--- src/rtl/core/trsc_pkg.sv ---
// ----------------------------------------------------------------------------
// trsc_pkg
// Shared types and codes for the timed relay switch controller.
// ----------------------------------------------------------------------------
`default_nettype none

package trsc_pkg;

  localparam int unsigned CmdW     = 2;
  localparam int unsigned ElapsedW = 16;
  localparam int unsigned TimerW   = 32;
  localparam int unsigned PaddrW   = 4;
  localparam int unsigned PdataW   = 32;

  // item commands
  localparam logic [CmdW-1:0] CMD_SAMPLE = 2'd0;
  localparam logic [CmdW-1:0] CMD_ON     = 2'd1;
  localparam logic [CmdW-1:0] CMD_OFF    = 2'd2;

  // register indexes (byte address bits [3:2])
  localparam logic [1:0] REG_TOGGLE_MODE = 2'd0;
  localparam logic [1:0] REG_ON_TIME     = 2'd1;
  localparam logic [1:0] REG_OFF_TIME    = 2'd2;

  typedef struct packed {
    logic [CmdW-1:0]     cmd;
    logic                level;
    logic [ElapsedW-1:0] elapsed_ms;
  } in_item_t;

  typedef struct packed {
    logic relay_on;
    logic changed;
  } out_item_t;

  typedef struct packed {
    logic              toggle_mode;
    logic [TimerW-1:0] on_time_ms;
    logic [TimerW-1:0] off_time_ms;
  } cfg_t;

endpackage

`default_nettype wire

--- src/rtl/core/trsc_regs.sv ---
// ----------------------------------------------------------------------------
// trsc_regs
// APB-style configuration registers: mode, auto-off and re-on delays.
// ----------------------------------------------------------------------------
`default_nettype none

module trsc_regs (
  input  wire logic                          clk,
  input  wire logic                          rst_n,
  input  wire logic                          cfg_psel,
  input  wire logic                          cfg_penable,
  input  wire logic                          cfg_pwrite,
  input  wire logic [trsc_pkg::PaddrW-1:0]   cfg_paddr,
  input  wire logic [trsc_pkg::PdataW-1:0]   cfg_pwdata,
  output logic      [trsc_pkg::PdataW-1:0]   cfg_prdata,
  output logic                               cfg_pready,
  output trsc_pkg::cfg_t                     cfg
);

  trsc_pkg::cfg_t cfg_r;
  trsc_pkg::cfg_t cfg_nxt;
  logic           wr_en;
  logic [1:0]     reg_idx;

  assign cfg_pready = 1'b1;
  assign wr_en      = cfg_psel & cfg_penable & cfg_pwrite & cfg_pready;
  assign reg_idx    = cfg_paddr[3:2];

  always_comb begin
    cfg_nxt = cfg_r;
    if (wr_en) begin
      unique case (reg_idx)
        trsc_pkg::REG_TOGGLE_MODE: cfg_nxt.toggle_mode = cfg_pwdata[0];
        trsc_pkg::REG_ON_TIME:     cfg_nxt.on_time_ms  = cfg_pwdata;
        trsc_pkg::REG_OFF_TIME:    cfg_nxt.off_time_ms = cfg_pwdata;
        default: ;
      endcase
    end
  end

  always_comb begin
    unique case (reg_idx)
      trsc_pkg::REG_TOGGLE_MODE: cfg_prdata = {{(trsc_pkg::PdataW-1){1'b0}}, cfg_r.toggle_mode};
      trsc_pkg::REG_ON_TIME:     cfg_prdata = cfg_r.on_time_ms;
      trsc_pkg::REG_OFF_TIME:    cfg_prdata = cfg_r.off_time_ms;
      default:                   cfg_prdata = '0;
    endcase
  end

  always_ff @(posedge clk) begin
    if (!rst_n) begin
      cfg_r <= '0;
    end else begin
      cfg_r <= cfg_nxt;
    end
  end

  assign cfg = cfg_r;

endmodule

`default_nettype wire

--- src/rtl/core/trsc_step.sv ---
// ----------------------------------------------------------------------------
// trsc_step
// Relay state and per-item next-state logic: timer, edge detect, mode rules.
// ----------------------------------------------------------------------------
`default_nettype none

module trsc_step (
  input  wire logic               clk,
  input  wire logic               rst_n,
  input  wire logic               step_en,
  input  wire trsc_pkg::in_item_t item,
  input  wire trsc_pkg::cfg_t     cfg,
  output trsc_pkg::out_item_t     result
);

  logic                        lvl_r, lvl_nxt;
  logic                        prev_in_r, prev_in_nxt;
  logic [trsc_pkg::TimerW-1:0] timer_r, timer_nxt;
  logic                        pend_on_r, pend_on_nxt;
  logic                        pend_off_r, pend_off_nxt;

  logic [trsc_pkg::TimerW:0]   sum;
  logic [trsc_pkg::TimerW-1:0] tmr;
  logic                        rise, fall, timed, on_expired, off_expired, forced;

  // saturating timer advance
  assign sum = {1'b0, timer_r} + {{(trsc_pkg::TimerW+1-trsc_pkg::ElapsedW){1'b0}},
                                  item.elapsed_ms};
  assign tmr = sum[trsc_pkg::TimerW] ? '1 : sum[trsc_pkg::TimerW-1:0];

  assign rise        = item.level & ~prev_in_r;
  assign fall        = ~item.level & prev_in_r;
  assign timed       = ~cfg.toggle_mode & (cfg.on_time_ms != '0);
  assign on_expired  = (cfg.on_time_ms != '0) & (tmr > cfg.on_time_ms);
  assign off_expired = tmr > cfg.off_time_ms;

  always_comb begin
    lvl_nxt      = lvl_r;
    prev_in_nxt  = prev_in_r;
    timer_nxt    = tmr;
    pend_on_nxt  = pend_on_r;
    pend_off_nxt = pend_off_r;
    forced       = 1'b0;
    case (item.cmd)
      trsc_pkg::CMD_ON:  pend_on_nxt  = 1'b1;
      trsc_pkg::CMD_OFF: pend_off_nxt = 1'b1;
      trsc_pkg::CMD_SAMPLE: begin
        if (!lvl_r) begin
          if (pend_on_r) begin
            pend_on_nxt = 1'b0;
            lvl_nxt     = 1'b1;
            forced      = 1'b1;
          end else if (rise || (timed && item.level && off_expired)) begin
            lvl_nxt = 1'b1;
          end
        end else begin
          if (pend_off_r) begin
            pend_off_nxt = 1'b0;
            lvl_nxt      = 1'b0;
            forced       = 1'b1;
          end else if (cfg.toggle_mode) begin
            if (rise || on_expired) lvl_nxt = 1'b0;
          end else begin
            if (fall || on_expired) lvl_nxt = 1'b0;
          end
        end
        // a forced change leaves the edge detector alone
        if (!forced) prev_in_nxt = item.level;
      end
      default: ;
    endcase
    if (lvl_nxt != lvl_r) timer_nxt = '0;
  end

  assign result.relay_on = lvl_nxt;
  assign result.changed  = lvl_nxt ^ lvl_r;

  always_ff @(posedge clk) begin
    if (!rst_n) begin
      lvl_r      <= 1'b0;
      prev_in_r  <= 1'b0;
      timer_r    <= '0;
      pend_on_r  <= 1'b0;
      pend_off_r <= 1'b0;
    end else if (step_en) begin
      lvl_r      <= lvl_nxt;
      prev_in_r  <= prev_in_nxt;
      timer_r    <= timer_nxt;
      pend_on_r  <= pend_on_nxt;
      pend_off_r <= pend_off_nxt;
    end
  end

endmodule

`default_nettype wire

--- src/rtl/core/timed_relay_switch_controller.sv ---
// ----------------------------------------------------------------------------
// timed_relay_switch_controller
// Relay driver from a switch input: toggle, follow and timed follow modes.
// ----------------------------------------------------------------------------
//  channel  ports                          payload / width
//  in       in_valid, in_ready, in_data    in_item_t: cmd 2, level 1, elapsed_ms 16
//  out      out_valid, out_ready, out_data out_item_t: relay_on 1, changed 1
//  cfg      cfg_psel .. cfg_pready         APB, 32-bit data, regs at 0x0/0x4/0x8
//
//  One item per cycle while the result is not stalled; input register, then result register.
//  The relay state updates in the single cycle an item moves from the input
//  register to the result register, so the next item sees it at once.
//  A stalled result holds the input register; in_ready then drops.
//  Synchronous reset clears relay state, pending flags, timer and registers.
// ----------------------------------------------------------------------------
`default_nettype none

module timed_relay_switch_controller (
  input  wire logic                          clk,
  input  wire logic                          rst_n,
  input  wire logic                          in_valid,
  output logic                               in_ready,
  input  wire trsc_pkg::in_item_t            in_data,
  output logic                               out_valid,
  input  wire logic                          out_ready,
  output trsc_pkg::out_item_t                out_data,
  input  wire logic                          cfg_psel,
  input  wire logic                          cfg_penable,
  input  wire logic                          cfg_pwrite,
  input  wire logic [trsc_pkg::PaddrW-1:0]   cfg_paddr,
  input  wire logic [trsc_pkg::PdataW-1:0]   cfg_pwdata,
  output logic      [trsc_pkg::PdataW-1:0]   cfg_prdata,
  output logic                               cfg_pready
);

  trsc_pkg::cfg_t      cfg;
  trsc_pkg::in_item_t  s1_item_r;
  logic                s1_valid_r, s1_valid_nxt;
  trsc_pkg::out_item_t out_data_r;
  logic                out_valid_r, out_valid_nxt;
  trsc_pkg::out_item_t step_out;
  logic                advance;

  trsc_regs u_regs (
    .clk        (clk),
    .rst_n      (rst_n),
    .cfg_psel   (cfg_psel),
    .cfg_penable(cfg_penable),
    .cfg_pwrite (cfg_pwrite),
    .cfg_paddr  (cfg_paddr),
    .cfg_pwdata (cfg_pwdata),
    .cfg_prdata (cfg_prdata),
    .cfg_pready (cfg_pready),
    .cfg        (cfg)
  );

  trsc_step u_step (
    .clk    (clk),
    .rst_n  (rst_n),
    .step_en(advance),
    .item   (s1_item_r),
    .cfg    (cfg),
    .result (step_out)
  );

  assign advance  = s1_valid_r & (~out_valid_r | out_ready);
  assign in_ready = ~s1_valid_r | advance;

  assign s1_valid_nxt  = (in_valid & in_ready) | (s1_valid_r & ~advance);
  assign out_valid_nxt = advance | (out_valid_r & ~out_ready);

  always_ff @(posedge clk) begin
    if (!rst_n) begin
      s1_valid_r  <= 1'b0;
      out_valid_r <= 1'b0;
    end else begin
      s1_valid_r  <= s1_valid_nxt;
      out_valid_r <= out_valid_nxt;
    end
  end

  always_ff @(posedge clk) begin
    if (in_valid && in_ready) s1_item_r <= in_data;
    if (advance) out_data_r <= step_out;
  end

  assign out_valid = out_valid_r;
  assign out_data  = out_data_r;

  // changed flag agrees with the level reported by the previous item
  a_changed_consistent: assert property (@(posedge clk) disable iff (!rst_n)
    advance && out_valid_r |->
      (step_out.changed == (step_out.relay_on != out_data_r.relay_on)))
    else $error("changed flag disagrees with relay level history");

  // remote requests and unused codes never switch the relay
  a_no_change_on_cmd: assert property (@(posedge clk) disable iff (!rst_n)
    advance && (s1_item_r.cmd != trsc_pkg::CMD_SAMPLE) |-> !step_out.changed)
    else $error("relay switched on a non-sample item");

  // a full input register behind a stalled result blocks new items
  a_stall_blocks: assert property (@(posedge clk) disable iff (!rst_n)
    s1_valid_r && out_valid_r && !out_ready |-> !in_ready)
    else $error("item accepted while pipeline is full");

  // an accepted item always lands in the input register
  a_accept_loads: assert property (@(posedge clk) disable iff (!rst_n)
    in_valid && in_ready |=> s1_valid_r)
    else $error("accepted item lost");

endmodule

`default_nettype wire
--- config.mk ---
export PLATFORM = sky130hd
export DESIGN_NAME = timed_relay_switch_controller
export DESIGN_NICKNAME = d
export VERILOG_FILES = /design/src/rtl/core/trsc_pkg.sv /design/src/rtl/core/trsc_regs.sv /design/src/rtl/core/trsc_step.sv /design/src/rtl/core/timed_relay_switch_controller.sv
export SDC_FILE = /design/constraint.sdc
export NUM_CORES = 1
export LEC_CHECK = 0
export BUFFER_PORTS_ARGS = -buffer_cell sky130_fd_sc_hd__buf_2
export CAP_MARGIN = 10
export CORE_ASPECT_RATIO = 0.8
export CORE_MARGIN = 2
export CORE_UTILIZATION = 28
export DETAILED_ROUTE_END_ITERATION = 7
export MAX_ROUTING_LAYER = met4
export PLACE_DENSITY_LB_ADDON = 0.15
export SYNTH_ARGS = -nofsm -noshare
export SYNTH_HDL_FRONTEND = slang
export SYNTH_HIERARCHICAL = 1
export SYNTH_SLANG_ARGS = --single-unit
--- constraint.sdc ---
create_clock -name clk -period 6.85 [get_ports clk]
set_input_delay 0.685 -clock clk [delete_from_list [all_inputs] [get_ports clk]]
set_output_delay 0.685 -clock clk [all_outputs]
set_load 0.03 [all_outputs]
=== Yosys cells after proc, flatten, opt, wreduce, memory -nomap -nowiden ===
Cells that the tools add are included.

* RAM bits: 0
* Register bits: 124
* Memories: 0
* Bits in latches: 0
* ROM bits: 0
* Output and inout bits: 37
* Word-level logic and storage cells: 84
* Bits of input ports: 62

* Muxes and demuxes: 19
* Bitwise gates (word level): 23
* Add/sub/neg operators: 1
* Shift operators: 0
* $mul: 0
* Reduce and logical (&&, ||, !) cells: 17
* Equal/unequal tests: 7
* Order comparisons: 2
* Divide/modulo/power cells: 0

{| class="wikitable"
|+ Operators by type and width
! cell !! count
|-
| $pmux W32 S3 || 1
|-
| $gt A32 B32 Y1 || 2
|-
| $mux W32 || 2
|-
| $add A32 B16 Y33 || 1
|-
| $reduce_bool A32 Y1 || 1
|-
| $mux W1 || 14
|-
| $and A1 B1 Y1 || 10
|-
| $reduce_and A3 Y1 || 3
|-
| $not A1 Y1 || 8
|-
| $reduce_and A2 Y1 || 3
|-
| $eq A2 B1 Y1 const B || 2
|-
| $eq A2 B2 Y1 const B || 2
|-
| $logic_not A2 Y1 || 2
|-
| $or A1 B1 Y1 || 4
|-
| $pmux W1 S2 || 2
|-
| $reduce_bool A2 Y1 || 2
|-
| $logic_and A1 B1 Y1 || 3
|-
| $logic_or A1 B1 Y1 || 3
|-
| $ne A2 B1 Y1 const B || 1
|-
| $ne A2 B2 Y1 const B || 1
|-
| $ne A1 B1 Y1 || 1
|-
| $xor A1 B1 Y1 || 1
|}

=== Logic depth before layout (Yosys ltp) ===
* Depth in word-level cells: 12
* Depth in mapped cells: 21
* Gate-level depth less buffers: 19

=== By module ===
The synthesis kept the hierarchy.

{| class="wikitable"
|+ Modules (own cells, without submodules)
! module !! area an instance (sq um) !! times used !! cells an instance !! seq. area each (sq um)
|-
| trsc_step || 4317.9 || 1 || 572 || 720.7
|-
| trsc_regs || 2906.5 || 1 || 294 || 1301.2
|-
| timed_relay_switch_controller || 734.5 || 1 || 30 || 670.6
|}

=== Least setup slack after synthesis ===
Ideal clock, no wire load.

* Path kind: flip-flop to flip-flop
* From: register s1_item_r[0] (netlist bit)
* To: register u_step/timer_r[21] (netlist bit)
* Clock period less this slack: 4.889 ns
* Path slack: 1.961 ns
* Arrival time: 4.830 ns
* Library setup time: 0.059 ns
* Data required time: 6.791 ns
* Stages on the path, launching flop included: 21
* Path buffers: 2
* Cells stage by stage: edfxtp_1 -> ha_1 -> fa_1 -> a211oi_1 -> o21ai_2 -> o2111ai_2 -> a31oi_4 -> o2111ai_1 -> clkbuf_1 -> nand2_1 -> mux2_2 -> ha_1 -> a21oi_1 -> nand2_1 -> a211oi_1 -> o211ai_1 -> o311ai_1 -> o311a_1 -> and2_1 -> buf_2 -> a22o_1

* Cells in the longest elaborated chain, start to end: 12
* Elaborated cells between the ends (all ways): 19
* Classes of those cells: 1 x add/sub; 2 x order compare; 1 x eq/ne; 10 x mux; 1 x bitwise; 4 x reduce/logical

{| class="wikitable"
|+ RTL lines
! what !! RTL line !! text
|-
| start, declared || timed_relay_switch_controller.sv:37 || <nowiki>trsc_pkg::in_item_t s1_item_r;</nowiki>
|-
| start signal, assigned || timed_relay_switch_controller.sv:83 || <nowiki>if (in_valid && in_ready) s1_item_r <= in_data;</nowiki>
|-
| $add A32 B16 Y33 * || trsc_step.sv:27 || <nowiki>assign sum = {1'b0, timer_r} + {{(trsc_pkg::TimerW+1-trsc_pkg::ElapsedW){1'b0}},</nowiki>
|-
| $mux W32 * || trsc_step.sv:29 || <nowiki>assign tmr = sum[trsc_pkg::TimerW] ? '1 : sum[trsc_pkg::TimerW-1:0];</nowiki>
|-
| $gt A32 B32 Y1 || trsc_step.sv:34 || <nowiki>assign on_expired = (cfg.on_time_ms != '0) & (tmr > cfg.on_time_ms);</nowiki>
|-
| $and A1 B1 Y1 || trsc_step.sv:34 ||
|-
| $logic_or A1 B1 Y1, on equally long branches || trsc_step.sv:64, trsc_step.sv:62 ||
|-
| $mux W1, on equally long branches || trsc_step.sv:64, trsc_step.sv:62 ||
|-
| $mux W1 || trsc_step.sv:61 || <nowiki>end else if (cfg.toggle_mode) begin</nowiki>
|-
| $mux W1 || trsc_step.sv:57 || <nowiki>if (pend_off_r) begin</nowiki>
|-
| $mux W1 || trsc_step.sv:48 || <nowiki>if (!lvl_r) begin</nowiki>
|-
| $mux W1 || trsc_step.sv:44 || <nowiki>case (item.cmd)</nowiki>
|-
| $ne A1 B1 Y1 || trsc_step.sv:72 || <nowiki>if (lvl_nxt != lvl_r) timer_nxt = '0;</nowiki>
|-
| $mux W32 * || trsc_step.sv:72 ||
|-
| end signal, assigned || trsc_step.sv:88 || <nowiki>timer_r <= timer_nxt;</nowiki>
|-
| end, declared || trsc_step.sv:18 || <nowiki>logic [trsc_pkg::TimerW-1:0] timer_r, timer_nxt;</nowiki>
|}

Mark *: on every way between the ends. The rest lies on a longest branch, timed or not.
A chain may end at the register's enable or synchronous reset.

=== Final worst setup path ===
* From: register s1_item_r[1] (netlist bit)
* To: register u_step/timer_r[8] (netlist bit)

The elaborated chain is that of the path after synthesis.

==> summary.txt <==
Status
  – Run status: finished, final reports clean

Clocking
  – TritonCTS clock tree: yes
  – Clock root buffer: clkbuf_16
  – # hold bufs at CTS: 0
  – # resized after CTS: 0
  – Clk buf depth: 2
  – Setup bufs post-CTS: 0
  – Clock latency on the worst-skew pair: between 400 and 500 ps
  – Sink Count: roughly 120
  – Clock transition at path regs: 50 ps
  – H-Tree Depth: 4
  – Total CTS buffers: 17

Pwr
  – Comb pwr share: 17.1%
  – Register share of total power: 39.2%
  – Pint: approximately 1.4 mW
  – P_sw: 565 µW
  – Sw Share: roughly 28%
  – Power density over the cells: 216 nW/µm²
  – Clock Power Share: 43.7%
  – Worst VDD drop: 0.143 mV
  – Leakage power total: 3.73 nW

Final layout
  – Fin area: 9230 µm²
  – Post-route insts no fill: 1361
  – Layout Utilization: 32.8%
  – Area growth from synthesis to layout: 16.0%
  – Layout cells sized above 1: 15.3%
  – # diodes: 0
  – Nets: roughly 1100

Floorplanning
  – Initial Util: between 20% and 30%
  – Num rows: 55
  – DIE HEIGHT: 155 µm
  – I/O pins: ~100
  – Core area: 28100 µm²
  – Die area: 29800 µm²
  – Die Wd: 192 µm

Yosys
  – EDFF count, synth: 21
  – Yosys cell types: between 70 and 80
  – Syn_nets: 1039
  – Cells after synthesis: 896
  – Mean area per synthesized cell: 8.88 µm²
  – Synth Register Bits: 124
  – Synth warn: 6
  – Async set-reset flop share out of synthesis: 0%
  – Synth Cell Area: 7960 µm²
  – Post-synth top flop: dfxtp_1
  – Sequential-to-total area share from yosys stat: 33.8%

Critical path
  – Critical path's slowest cell: a211oi_1
  – CP Class: register to register
  – Worst path max stage delay: slightly below 700 ps
  – Crit path required time: roughly 7200 ps
  – CP Launch Type: register
  – Crit path buf inv count: 1
  – CP Capture Type: register
  – WP data arrival: 6070 ps
  – Worst-path fanout max: 20
  – Ordered cell list for the critical path: ha_1 > a211o_1 > o211ai_1 > a211o_1 > a211oi_1 > o21ai_1 > nor3_1 > xnor2_1 > nand2_1 > ha_1 > nand4_1 > nor3_1 > o311a_1 > o311ai_1 > o311a_1 > and2_1 > buf_4 > a22o_1
  – Cell family contributing the most delay on the critical path: compound AO/OA/AOI/OAI gates

STA
  – Max_slew headroom: 38.6%
  – RSZ-0062 raised after global routing: no
  – Post-route setup slack: about 1100 ps
  – Worst Tran Pin Value: just over 900 ps
  – Max frequency: approximately 0.17 GHz
  – Period minus WS final: 5750 ps
  – Worst Clk Skew: slightly below 8 ps
  – Final worst-path cycle share: a little over four fifths
  – Slew Limit Fails: 0
  – Final hold viol count: 0
  – Setup violators final: 0
  – TNS Setup: 0 ps

GRT
  – Vias in the first global route: 6377
  – Initial antenna violation count: 0
  – First-pass GRT wire length: 35.4 mm
  – Largest net degree at the start of global routing: 82
  – GRT Util Overall: between 10% and 20%
  – Total grt overflow: 0

Detailed routing
  – Routed wire length: roughly 23 mm
  – Vias per std cell: 4.82
  – Vias: ~6600
  – Metal2 WL: 9.77 mm
  – Met3 WL: approximately 920 µm
  – DRT iter0 DRCs: 333
  – Post-DRT Antenna Nets: 0
  – Wl on met1: around 12 mm
  – Uppermost layer routed: met4
  – Wire per inst: between 15 and 20 µm
  – DRC: 0
  – Drt pass-1 iters: 4

Placement
  – Final Wtd Congestion: 0.822
  – Pre-CTS setup slack: 1070 ps
  – Dpl cells: 1329
  – Port bufs: 95
  – Post-DP Area: 8690 µm²
  – Dpl hpwl: 16.7 mm

Worst hold path
  – HP Class: primary input to register

Flow run
  – Max-cap violations: 0
metal layers:
layer,vias up,GRT usage (%)
met5,-,-
li1,3392,-
met2,114,23.6
met4,0,4.47
met1,3039,22.1
met3,14,2.81
power by group through the flow:
stage                     clock (mW)  combinational, mW  sequential [mW]
final                          0.869              0.341            0.781
after global routing           0.919              0.385            0.783
after CTS                      0.888              0.344            0.781
after detailed placement           0              0.341            0.796
after global placement             0              0.342            0.796
after floorplan                    0              0.242            0.792
state kept, by name, indices dropped and copies added (netlist names):
signal,count
out_data,2
out_valid,1
s1_item_r,19
s1_valid_r,1
u_regs/cfg,65
u_step/lvl_r,1
u_step/pend_off_r,1
u_step/pend_on_r,1
u_step/prev_in_r,1
u_step/timer_r,32
final cells by class:
class	instances	area, µm²
Clock buffer	22	444
Clock inverter	10	98.8
Fill cell	2997	18900
Multi-Input combinational cell	657	4710
Tap cell	370	463
Sequential cell	124	2690
Inverter	73	274
Timing Repair Buffer	105	553
kinds of logic (layout without fill, tap and decap cells):
kind of cell	after synthesis	after routing	share of synthesized area, %
AND/OR/NAND/NOR	274	274	16.0
AO/OA/AOI/OAI	207	207	18.4
flip-flops	124	124	33.8
buffers and inverters	115	210	7.37
adder cells (fa/ha/maj)	81	81	12.8
multiplexers	71	71	8.98
XOR/XNOR	23	23	2.53
other	1	1	0.0471
cell usage in the layout (no fill, tap or decap), types with 12 or more instances in the layout:
master	instances
xor2_1	12
ha_1	80
edfxtp_1	21
nand2_1	155
mux2i_1	68
nand3_1	14
clkbuf_16	17
o21ai_0	21
nor3_1	12
nand4_1	16
nor4_1	13
dfxtp_1	103
nor2_1	31
a22o_1	51
inv_1	73
buf_2	94
a21oi_1	54
worst reg2reg max path, cell delays in order (launching register included):
cell and delay, ps:
edfxtp_1 440, ha_1 330, a211o_1 110, o211ai_1 130, a211o_1 340, a211oi_1 680, o21ai_1 390, nor3_1 280
xnor2_1 160, nand2_1 120, ha_1 310, nand4_1 130, nor3_1 500, o311a_1 370, o311ai_1 240, o311a_1 470
and2_1 200, buf_4 210, a22o_1 210
path summary, 6_finish.rpt:
check                                       start                 to  slack (ps)  cells after the start
worst max-delay path                 s1_item_r[1]  u_step/timer_r[8]        1100                     18
worst min-delay path                   in_data[5]       s1_item_r[5]         430                      1
worst max register to register       s1_item_r[1]  u_step/timer_r[8]        1100                     18
worst min register to register  u_step/timer_r[0]  u_step/timer_r[0]         470                      2
cells in the mapped netlist, types with 4 or more instances:
cell type,instances,area (µm²)
a21oi_1,55,275
nor4_1,13,81.3
xnor2_1,11,96.3
o21ai_0,21,105
and3_1,5,31.3
buf_12,6,120
ha_1,80,1000
a21o_1,10,75.1
clkbuf_1,19,71.3
nand3_1,14,70.1
a31oi_1,8,50.1
nor2b_1,5,31.3
nand4_1,16,100
nand2_1,155,582
nor3_1,12,60.1
a22o_1,51,447
mux2i_1,68,681
a211o_1,4,35.0
buf_2,6,30.0
nor2_1,31,116
a211oi_1,8,60.1
dfxtp_1,103,2060
inv_1,73,274
edfxtp_1,21,631
o211ai_1,9,67.6
xor2_1,12,105
buf_4,7,52.6
and2_1,4,25.0
nand2b_1,4,25.0
o21a_1,6,45.0
per-stage QoR:
| step | power [mW] | hold slack (ps) |
|---|---|---|
| 4_1_cts | 2.01 | 410 |
| 5_1_grt | 2.09 | 414 |
| 6_report | 1.99 | 432 |
| 3_3_place_gp | 1.14 | 453 |
| 2_1_floorplan | 1.03 | 433 |
| 3_5_place_dp | 1.14 | 455 |
Note: power is estimated with default switching activity, not from simulation.
